===== src/rtl/ihq_ram.sv =====
// Generic single-write, single-read RAM with registered read data.
// No dependencies.
`default_nettype none
module ihq_ram #(
	parameter int WIDTH = 8,
	parameter int DEPTH = 256
) (
	input  wire logic                     clk,
	input  wire logic                     we,
	input  wire logic [$clog2(DEPTH)-1:0] waddr,
	input  wire logic [WIDTH-1:0]         wdata,
	input  wire logic [$clog2(DEPTH)-1:0] raddr,
	output logic      [WIDTH-1:0]         rdata
);
	logic [WIDTH-1:0] mem [DEPTH];

	always_ff @(posedge clk) begin
		if (we) begin
			mem[waddr] <= wdata;
		end
		rdata <= mem[raddr];
	end
endmodule
`default_nettype wire


===== config.mk =====
export PLATFORM = sky130hd
export DESIGN_NAME = ihq_ram
export DESIGN_NICKNAME = d
export VERILOG_FILES = /design/src/rtl/ihq_ram.sv
export SDC_FILE = /design/constraint.sdc
export NUM_CORES = 2
export LEC_CHECK = 0
export BUFFER_PORTS_ARGS = -buffer_cell sky130_fd_sc_hd__buf_4
export CORE_MARGIN = 10
export CORE_UTILIZATION = 44
export CTS_CLUSTER_DIAMETER = 150
export DETAILED_ROUTE_END_ITERATION = 10
export GPL_TIMING_DRIVEN = 0
export PLACE_DENSITY = 0.58
export SYNTH_ARGS = -nofsm -noshare
export SYNTH_HDL_FRONTEND = slang
export SYNTH_SLANG_ARGS = --single-unit

===== constraint.sdc =====
create_clock -name clk -period 3.9 [get_ports clk]
set_input_delay 0.39 -clock clk [delete_from_list [all_inputs] [get_ports clk]]
set_output_delay 0.39 -clock clk [all_outputs]
set_load 0.01 [all_outputs]

== After elaboration in Yosys (flattened, before gate mapping) ==
Memory sizes are Yosys's and may differ from the RTL's. A register that Yosys moved wholly into a read port is not among the register bits.
Index checks and enable logic that the tools add are counted.
Storage, ports and cells
  memory bits (writable): 2048
  register bits after elaboration: 0
  memories kept: 1
  output and inout bits: 8
Operators by class
  multiplexer cells: 2
Memories
  mem: depth 256, bits a word 8, read ports 1, clocked after memory_dff 1, write ports 1, line 15  | logic [WIDTH-1:0] mem [DEPTH];
Operators with widths (count)
  $mux W1: 2

== Longest topological paths before layout ==
  depth in word-level cells: 2
  gate-level depth with buffers: 11
  depth with buffers taken out: 6

== Least setup slack after synthesis ==
No wires, ideal clock.
  kind: input -> register
  start point: input port raddr[0]
  end point: register rdata[2], read port of mem
  path slack: 1.572 ns
  arrival: 2.197 ns
  buffers on the path: 4
  library setup time: 0.131 ns
  stages: 9
  required time: 3.769 ns
  path through: buf_6 > buf_12 > buf_8 > buf_2 > mux4_2 > a22oi_1 > a21oi_1 > nor4_1 > nor4_2
RTL lines
  start, declared: line 12  | input wire logic [$clog2(DEPTH)-1:0] raddr,
  end, declared: line 13  | output logic [WIDTH-1:0] rdata

==> impl_metrics.yaml <==
synth:
  synth_top_cells_by_area: "edfxtp_1, mux4_2, mux2i_1"
  netlist.area_leader.share_pct: 77.3
  synth_top_flop_cell: "edfxtp_1"
  synth_edf_count: 2048
  netlist_area_um2: 79600
  synthCells: 3733
  synthTopCellsByCount: "edfxtp_1, mux4_2, nor2_1"
  synth-warning-count: 0
  async_flop_share_pct: 0
  ys_types: 55
  ys_ff_latch: 2056
  synth.avg_cell_area_um2: 21.3
  synth_top_cell_by_area: "edfxtp_1"
  synth_nets: 3759
  yosysMostFrequentCell: "edfxtp_1"
  synth_seq_area_share_pct: 77.5
place:
  gp_congestion: 0.917
  placedCellCount: 6143
  portBuffers: 26
  dp_hpwl_mm: 162
final_layout:
  drive_above_1_share_pct: 22.4
  nNetsFinal: 4002
  stdcell_count: 6519
  area_growth_pct: 12.7
  fill_cells: 14500
global_route:
  grt_max_degree: 149
  grt-ovfl-total: 0
  grt_pass1_wl_mm: 334
  grt_pass1_vias: 40300
  antenna_found_initial: 14
  grt.total_usage_pct: 24.4
floorplanning:
  start_util_pct: 44.1
  boundaryPins: 34
  std_cell_rows: 156
  coreArea_um2: 180000
  die_height_um: 445
  die_w_um: 445
  dieArea_um2: 198000
pwr:
  finalPower_w: 0.0461
  ir_worst_vdd_uv: 449
  p_leak_nw: 27.5
  power.density_nw_per_um2: 515
worst_setup_path:
  critPathBufInv: 4
  rr_startpoint: "mem[83][5]"
  r2r_cells: 6
  critPathSlowestCell: "nor4_1"
  start_kind: "primary input"
  cp-endpoint: "rdata[1]"
  crit_family: "buffers and inverters"
  ff2ff_setup_slack_ns: 0.04
  arrival_ns: 4.84
  path_max_fanout: 10
  path_cells: "buf_2, buf_4, buf_2, buf_1, mux4_2, a22oi_1, a21oi_1, nor4_1, nor4_2"
  required_ns: 4.53
  path_depth: 9
  endpoint_kind: "flop"
  reg2reg_to: "rdata[5]"
  cp-startpoint: "raddr[1]"
  path_class: "primary input to flop"
  path_common_cell: "buf_2"
  slowest_delay_ns: 1.24
route:
  vias: 41100
  ant_nets: 0
  firstDrtPassIters: 6
  wl_per_cell_um: 37.7
  drt-initial-drc-count: 6203
  wl_mm: 246
  drc: 0
  vias_per_cell: 6.31
sta:
  setup_ws_ns: -0.305
  relSlewSlack_pct: -3.10
  fin_skew_ns: 0.0324
  fin_crit_ns: 4.21
  whs_ns: 0.0175
  fmaxAchievable_ghz: 0.238
  fin_crit_sh_pct: 108
  setup_violations: 3
  slew_violations: 21
  hold_viol_final: 0
  tightest_slew_ns: 1.55
  rsz0062_at_grt: "true"
outcome:
  violations: "capacitance limit, slew limit, setup timing"
  status: "finished, violations left"
clock_network:
  tritoncts: "yes"
  numCtsBuffers: 200
  htree_levels: 4
  root_buffer: "clkbuf_16"
  clk_latency_ns: 0.85
  clock-sinks: 2056
  clockBufferDepth: 3
  clkTransAtPathRegs_ns: 0.06
hold_path:
  worstHoldPathType: "primary input to flop"
job:
  max_cap_viol_count: 2
[state kept, by name, summed over array words and instances, names as in the netlist]
signal / flops
mem: 2048
rdata: 8
[metal layers]
metal	share of wire (%)	track usage, %	vias up
met5	0.0086	0	-
met4	4.3	9.35	4
met3	11	6.88	425
met2	45	36.8	2335
met1	40	33.9	22100
li1	-	-	16200
[through the flow]
stage / util (%) / area [µm²] / setup slack (ns) / setup TNS (ns)
after floorplan: - / 79600 / 1.57 / 0
after global placement: 45.9 / 82700 / -1.86 / -66.81
after detailed placement: 46.1 / 83200 / -1.79 / -10.22
after CTS: 49.7 / 89600 / 0.0301 / 0
after global routing: 49.7 / 89600 / -0.0990 / -0.105
final: 49.7 / 89700 / -0.305 / -0.649
[timing repair]
item,in CTS,in global routing
hold buffers,0,0
hold endpoints to repair,0,0
pin swaps,0,0
gates cloned,0,0
resized for setup,13,15
setup endpoints to repair,7,6
buffers inserted,0,0
[cells by family (layout without fill, tap and decap cells)]
family | after synthesis | after routing | share of synthesized area (%)
flops | 2056 | 2056 | 77.5
mux | 591 | 591 | 14.6
simple gates | 466 | 466 | 2.63
compound gates | 385 | 385 | 3.42
buf+inv | 235 | 644 | 1.83
other cells | 0 | 7 | 0
[area by class of cell]
cell class                      instances  area, µm²  area share (%)
Antenna cell                            7       17.5          0.0195
Buffer                                231       1490            1.67
Clock buffer                          253       5320            5.93
Clock inverter                        115       1040            1.16
Inverter                                2       7.51         0.00837
Multi-Input combinational cell       1442      16500            18.4
Sequential cell                      2056      61700            68.8
Tap cell                             2370       2970            3.31
Timing Repair Buffer                   43        618           0.689
[worst min-delay path by stage]
stage / slack, ns / to / cells after the start / from
CTS: 0.05 / mem[78][5] / 1 / wdata[5]
global route: 0.06 / mem[69][6] / 1 / wdata[6]
finish: 0.02 / mem[69][6] / 1 / wdata[6]
global placement: 0.79 / rdata[1] / 1 / rdata[1]
detailed placement: 0.79 / rdata[0] / 1 / rdata[0]
floorplan: 0.49 / mem[0][0] / 0 / wdata[0]
[placed cells by master (no fill, tap or decap), types with 11 or more instances in the layout]
master and n:
a221oi_1 11, nand2_1 33, nor2_1 281, mux2i_1 134, clkbuf_1 124, nor3_1 22, clkbuf_2 30, mux4_2 454
nor4_1 16, buf_6 21, edfxtp_1 2048, buf_1 18, buf_4 45, clkinv_2 35, nor2b_1 31, buf_8 23
nor4_2 11, o221ai_1 46, a22oi_1 133, clkinv_1 51, o22ai_1 28, nand3_1 34, buf_2 34, a211oi_1 16
bufinv_16 15, clkbuf_16 202, a21oi_1 96
[worst register-to-register path, cell delays in order (launching register included)]
cell      delay [ns]
edfxtp_1        0.37
mux4_2          0.50
a22o_1          0.29
a221oi_1        0.98
o32ai_1         0.44
nor3_1          0.82
nor4_2          0.29
[power by group]
| part | total, W | internal (W) | switching, W |
|---|---|---|---|
| combinational | 0.00266 | 0.000802 | 0.00185 |
| clock | 0.0191 | 0.0106 | 0.00846 |
| sequential | 0.0244 | 0.0244 | 0.0000238 |
(Power assumes the default switching activity.)
