===== src/rtl/ihq_cmp.sv =====
// Shared priority comparator: true when key a strictly outranks key b.
// No dependencies.
`default_nettype none
module ihq_cmp #(
	parameter int KW = 32
) (
	input  wire logic          mode,
	input  wire logic [KW-1:0] a,
	input  wire logic [KW-1:0] b,
	output logic               outranks
);
	assign outranks = mode ? (a > b) : (a < b);
endmodule
`default_nettype wire

===== config.mk =====
export PLATFORM = sky130hd
export DESIGN_NAME = ihq_cmp
export DESIGN_NICKNAME = d
export VERILOG_FILES = /design/src/rtl/ihq_cmp.sv
export SDC_FILE = /design/constraint.sdc
export NUM_CORES = 1
export LEC_CHECK = 0
export ABC_CLOCK_PERIOD_IN_PS = 5600
export BUFFER_PORTS_ARGS = -buffer_cell sky130_fd_sc_hd__clkbuf_2
export CORE_MARGIN = 2
export CORE_UTILIZATION = 35
export DETAILED_ROUTE_END_ITERATION = 7
export PLACE_DENSITY = 0.72
export SYNTH_ARGS = -nofsm -noshare
export SYNTH_HDL_FRONTEND = slang
export SYNTH_SLANG_ARGS = --single-unit
export TNS_END_PERCENT = 10

===== constraint.sdc =====
create_clock -name vclk -period 5.6
set_input_delay 1.12 -clock vclk [all_inputs]
set_output_delay 1.12 -clock vclk [all_outputs]
set_load 0.1 [all_outputs]

# After elaboration in Yosys (flattened, before gate mapping)
# Index checks and enable logic that the tools add are counted.
[word_totals]
in_bits = 65
regBits = 0
out_inout_bits = 1
word_cells = 3
[op_classes]
muxes = 1
n_lt_le_gt_ge = 2
[ops]
columns = ["operator", "count"]
rows = [
  ["$gt 32x32->1", 1],
  ["$lt 32x32->1", 1],
  ["$mux 1", 1],
]

# Longest topological paths before layout
# Gate-level depths: netlist of the first run.
[logic_depth]
depth_word = 2
ltp_mapped = 8

# Least setup slack after synthesis of the first run
# OpenSTA, ideal clock, no wires.
[synth_timing]
path_type = "input-to-output"
start = "input b[14]"
end = "output outranks"
required_ns = 4.480
cell_stages = 7
slack_ns = 0.692
arrival_time_ns = 3.788
path_buffers = 0
cell_sequence = "inv_1 -> ha_1 -> nand4_1 -> nor4_1 -> a211oi_1 -> o21ai_1 -> mux2i_1"
[synth_via]
elab_chain_cells = 2
[synth_lines]
columns = ["item", "line_no", "text"]
rows = [
  ["start, declared", "9", "input wire logic [KW-1:0] b,"],
  ["$lt 32x32->1 or $gt 32x32->1 (tied branches)", "12", "assign outranks = mode ? (a > b) : (a < b);"],
  ["$mux 1 *", "12", ""],
  ["end, declared", "10", "output logic outranks"],
]
# Mark *: on every way between the ends. The rest lies on a longest branch, timed or not.

# Worst setup path in the final report of the first run
# Ends and elaborated chain as after synthesis.

==> results of run 1 <==
[worst max-delay path, stage by stage]
cell and delay [ns]:
clkbuf_2 0.07, inv_1 0.03, ha_1 0.30, nand4_1 0.16
nor4_1 0.37, a211oi_1 0.12, o21ai_1 0.17, mux2i_1 0.19
clkbuf_2 0.47
[cell usage in the layout (no fill, tap or decap)]
master / instances
a21o_1: 2
o21ai_1: 1
a21oi_2: 1
nand2_1: 11
a221o_1: 2
o21ai_0: 5
inv_1: 33
clkbuf_2: 66
ha_1: 32
a211oi_1: 1
mux2i_1: 1
a21oi_1: 13
nor4_1: 2
nand4_1: 4
nor2_1: 4
a211oi_2: 1
nand3_1: 5
[metal layers]
layer,up-vias,wire (um)
met5,-,0
li1,535,-
met1,393,757
met3,0,112
met4,0,0
met2,31,913
[per-stage QoR]
step	area, um2	utilization, %	power (uW)	std cells
after global routing	1177	53.22	92.09	212
after global placement	1177	53.22	77.28	212
final	1177	53.22	79.04	212
after CTS	1177	53.22	80.54	212
after floorplan	812.0	-	47.39	118
after detailed placement	1177	53.22	79.97	212
[power breakdown]
group          internal (uW)  switching [uW]  leakage [uW]  total, uW
Combinational           39.7            39.4      0.000790       79.0
Clock                      0               0             0          0
Sequential                 0               0             0          0
Total                   39.7            39.4      0.000790       79.0
[cells by family after synthesis]
group           after synthesis
compound gates               26
fa+ha+maj                    32
buf+inv                      33
mux                           1
simple gates                 26
[worst paths after layout]
path	startpoint	to	slack, ns	cells after the start
max	b[14]	outranks	1.48	9
min	mode	outranks	2.77	3
[cell type report]
class | count | area [um2]
Fill cell | 241 | 1035
Tap cell | 28 | 35.03
Multi-Input combinational cell | 85 | 688.2
Timing Repair Buffer | 66 | 330.3
Inverter | 33 | 123.9
==> results.py, run 1 <==
metrics = {
    "finish": {
        "drive_above_1_share_pct": 36.96,
        "clockBufferCount": 0,
        "area.sequential_um2": 0,
        "seq_cell_count": 0,
        "num-nets-final": 283,
        "diodes": 0,
        "area_added_between_synthesis_and_finish_pct": 44.99,
    },
    "yosys": {
        "dominant_combinational_cell_family_by_area_after_synthesis": "adder cells",
        "synth.area.mux_share_pct": 1.233,
        "fraction_of_synthesized_cell_area_in_xor_and_xnor_cells_pct": 0,
        "synth_commonest_cells": "33 x inv_1, 32 x ha_1, 13 x a21oi_1",
        "synth_area_per_cell_um2": 6.882,
        "synth.top_cells.by_area": "ha_1 49%, inv_1 15%, a21oi_1 8.0%, nand2_1 5.1%, nand3_1 3.1%",
        "number_of_distinct_library_cell_variants_in_the_gate_level_netlist_after_synthesis": 16,
        "post_synth_fa_ha_maj_area_fraction_pct": 49.31,
        "synth_top_area_cell": "ha_1",
        "number_of_nets_in_the_synthesized_netlist": 215,
        "synthDominantCellAreaShare_pct": 49.31,
        "post_synth_and_or_nand_nor_area_fraction_pct": 14.64,
        "syn-cell-area_um2": 812.0,
        "ys_seq_area_share_pct": 0,
        "warnings_from_yosys": 0,
        "synth_compound_gate_area_share_pct": 19.57,
        "yosysMostFrequentCell": "inv_1",
        "netlist_instances": 118,
    },
    "global_route": {
        "all_layer_gr_usage_pct": 12.80,
        "grt.met3_usage_pct": 0,
        "met1_usage_pct": 16.15,
        "grt_max_degree": 4,
        "grt_first_pass_wirelength_um": 2877,
        "vias_in_the_first_global_route": 827,
        "globalRoute.busiestLayer": "met2",
        "initial_antenna_violation_count": 0,
        "globalRouteMet2Util_pct": 25.53,
        "global_route_congestion_overflow_total": 0,
    },
    "placed_design": {
        "port_buffers": 66,
        "dp_worst_setup_slack_ns": 1.454,
        "hpwlAfterDp_um": 1802,
        "routabilityCongestion": 0.6938,
    },
    "clock_tree": {
        "postCtsResizedCells": 0,
        "postCtsSetupRepairBufs": 0,
        "postCtsHoldBufs": 0,
    },
    "critical_path": {
        "worst_setup_path_end_kind": "output pin",
        "cp_data_arrival_time_ns": 3.00,
        "worstSetupPathType": "primary input to output pin",
        "worstPathMaxFanout": 3,
        "worst_endpoint_required_time_ns": 4.48,
        "crit_path_start_kind": "primary input",
    },
    "die": {
        "design.portCount": 66,
        "std_cell_rows": 17,
        "die-height_um": 52.17,
        "die-area_um2": 2721,
        "floorplan.core_area_um2": 2212,
        "start_util_pct": 36.71,
        "die_x_um": 52.17,
    },
    "power": {
        "pwr_density_cell_nw_per_um2": 67.13,
        "power_leakage_uw": 0.0007903,
        "vdd.ir_drop.worst_mv": 0.04543,
    },
    "timing": {
        "slew_violations": 0,
        "finalWorstPathRequiredPeriod_ns": 4.124,
        "fmax_ghz": 0.2425,
        "worst_hold_slack_ns": 2.768,
        "grt_setup_unrepaired": "no",
        "number_of_setup_violations_in_the_final_report": 0,
        "max-slew-margin-rel_pct": 63.81,
        "final_hold_vio_count": 0,
        "post-route-period-util_pct": 73.65,
        "tns_ns": 0,
        "fin_ws_ns": 1.476,
        "worst_pin_slew_ns": 0.5451,
    },
    "status": {
        "status": "completed",
    },
    "detailed_routing": {
        "dr.pass1.iters": 4,
        "wl_um": 1783,
        "detailedRoute.firstIterationViolations": 5,
        "viasPerCell": 4.524,
        "number_of_routed_nets_with_antenna_violations": 0,
        "drt-wirelength-per-cell_um": 8.410,
        "dr_total_vias": 959,
        "drc_viols": 0,
    },
    "min_path": {
        "hold_path_class": "primary input to output pin",
    },
    "run": {
        "drv.max_cap_violation_count": 0,
    },
}
Note: power is estimated with default switching activity, not from simulation.
==> inputs of run 2 (changes only) <==
ABC_CLOCK_PERIOD_IN_PS = 4100   (was 5600)
clock period = 4.1 ns   (was 5.6 ns; I/O delays follow)
==> results.py, run 2 (synthesized netlist as in run 1, its figures left out) <==
metrics = {
    "status": {
        "status": "completed",
    },
    "min_path": {
        "hold_path_class": "primary input to output pin",
    },
    "power": {
        "power_leakage_uw": 0.0007900,
        "vdd.ir_drop.worst_mv": 0.05423,
        "power.internal_uw": 55.64,
        "seqPwrFrac_pct": 0,
        "power.switching_fraction_pct": 49.62,
        "power_frac_comb_pct": 100.0,
        "pwr_density_cell_nw_per_um2": 93.30,
        "share_of_power_burned_in_the_clock_network_pct": 0,
        "p_sw_uw": 54.80,
    },
    "timing": {
        "grt_setup_unrepaired": "no",
        "final_hold_vio_count": 0,
        "fmax_ghz": 0.2873,
        "worst_pin_slew_ns": 0.4483,
        "number_of_setup_violations_in_the_final_report": 0,
        "tns_ns": 0,
        "finalWorstPathRequiredPeriod_ns": 3.480,
        "slew_violations": 0,
        "max-slew-margin-rel_pct": 69.84,
        "post-route-period-util_pct": 84.89,
    },
    "global_route": {
        "global_route_congestion_overflow_total": 0,
        "initial_antenna_violation_count": 0,
        "grt_max_degree": 4,
        "grt_first_pass_wirelength_um": 3505,
        "all_layer_gr_usage_pct": 15.78,
        "vias_in_the_first_global_route": 1020,
    },
    "clock_tree": {
        "postCtsSetupRepairBufs": 0,
        "postCtsHoldBufs": 0,
        "postCtsResizedCells": 0,
    },
    "critical_path": {
        "cp_data_arrival_time_ns": 2.66,
        "worst_endpoint_required_time_ns": 3.28,
        "worstPathMaxFanout": 3,
        "worstSetupPathType": "primary input to output pin",
        "crit_path_start_kind": "primary input",
        "worst_setup_path_end_kind": "output pin",
    },
    "finish": {
        "final_common_cell": "clkbuf_2",
        "area_added_between_synthesis_and_finish_pct": 45.76,
        "mostFrequentLayoutCells": "65 x clkbuf_2, 33 x inv_1, 32 x ha_1",
        "postLayoutCoreUtil_pct": 53.51,
        "fin_area_um2": 1184,
        "num-nets-final": 283,
        "finish.cell_count_without_fillers": 212,
        "diodes": 0,
        "drive_above_1_share_pct": 37.50,
        "clockBufferCount": 0,
        "area.sequential_um2": 0,
        "seq_cell_count": 0,
        "fillCellCount": 235,
    },
    "detailed_routing": {
        "drc_viols": 0,
        "dr.pass1.iters": 4,
        "wl_um": 1997,
        "detailedRoute.firstIterationViolations": 8,
        "number_of_routed_nets_with_antenna_violations": 0,
        "viasPerCell": 4.755,
        "drt-wirelength-per-cell_um": 9.420,
        "dr_total_vias": 1008,
    },
    "die": {
        "design.portCount": 66,
        "die_x_um": 52.17,
        "std_cell_rows": 17,
        "floorplan.core_area_um2": 2212,
        "die-height_um": 52.17,
        "die-area_um2": 2721,
        "start_util_pct": 36.71,
    },
    "placed_design": {
        "routabilityCongestion": 0.7958,
        "port_buffers": 66,
        "place_area_um2": 1184,
        "post-place-cells": 212,
        "hpwlAfterDp_um": 1993,
    },
    "run": {
        "drv.max_cap_violation_count": 0,
    },
}
-- run 2: final cells by class --
cell class                      instances  area (um2)  share of cell area, %
Inverter                               33       123.9                  10.47
Timing Repair Buffer                   66       332.8                  28.12
Tap cell                               28       35.03                  2.960
Multi-Input combinational cell         85       691.9                  58.46
-- run 2: through the flow --
step / total power [uW] / worst slack (ns) / hold slack [ns]
floorplan: 65.68 / 0.2847 / 1.977
CTS: 112.7 / 0.6003 / 2.053
detailed placement: 112.0 / 0.6014 / 2.052
finish: 110.4 / 0.6197 / 2.050
global route: 129.5 / 0.3792 / 2.077
global placement: 107.6 / 0.6806 / 2.041
-- run 2: path summary, 6_finish.rpt --
| check | startpoint | endpoint | slack [ns] | cells past startpoint |
|---|---|---|---|---|
| setup / recovery | b[14] | outranks | 0.62 | 9 |
| hold / removal | mode | outranks | 2.05 | 3 |
-- run 2: power groups by stage --
stage	sequential [uW]	clock [uW]	combinational (uW)
after floorplan	0	0	65.7
after global placement	0	0	108
after detailed placement	0	0	112
after CTS	0	0	113
after global routing	0	0	129
final	0	0	110
-- run 2: per-layer routing --
metal / wire length (um) / track usage (%) / share of wire (%)
met2: 1047 / 33.54 / 52
met1: 751 / 16.35 / 38
met4: 42 / 3.846 / 2.1
met5: 0 / 0 / 0
met3: 155 / 0.5747 / 7.8
-- run 2: critical path: stages --
cell and delay, ns:
clkbuf_2 0.07, inv_1 0.03, ha_1 0.30, nand4_1 0.16, nor4_1 0.41, a211oi_1 0.13
o21ai_1 0.19, mux2i_2 0.23, buf_4 0.31
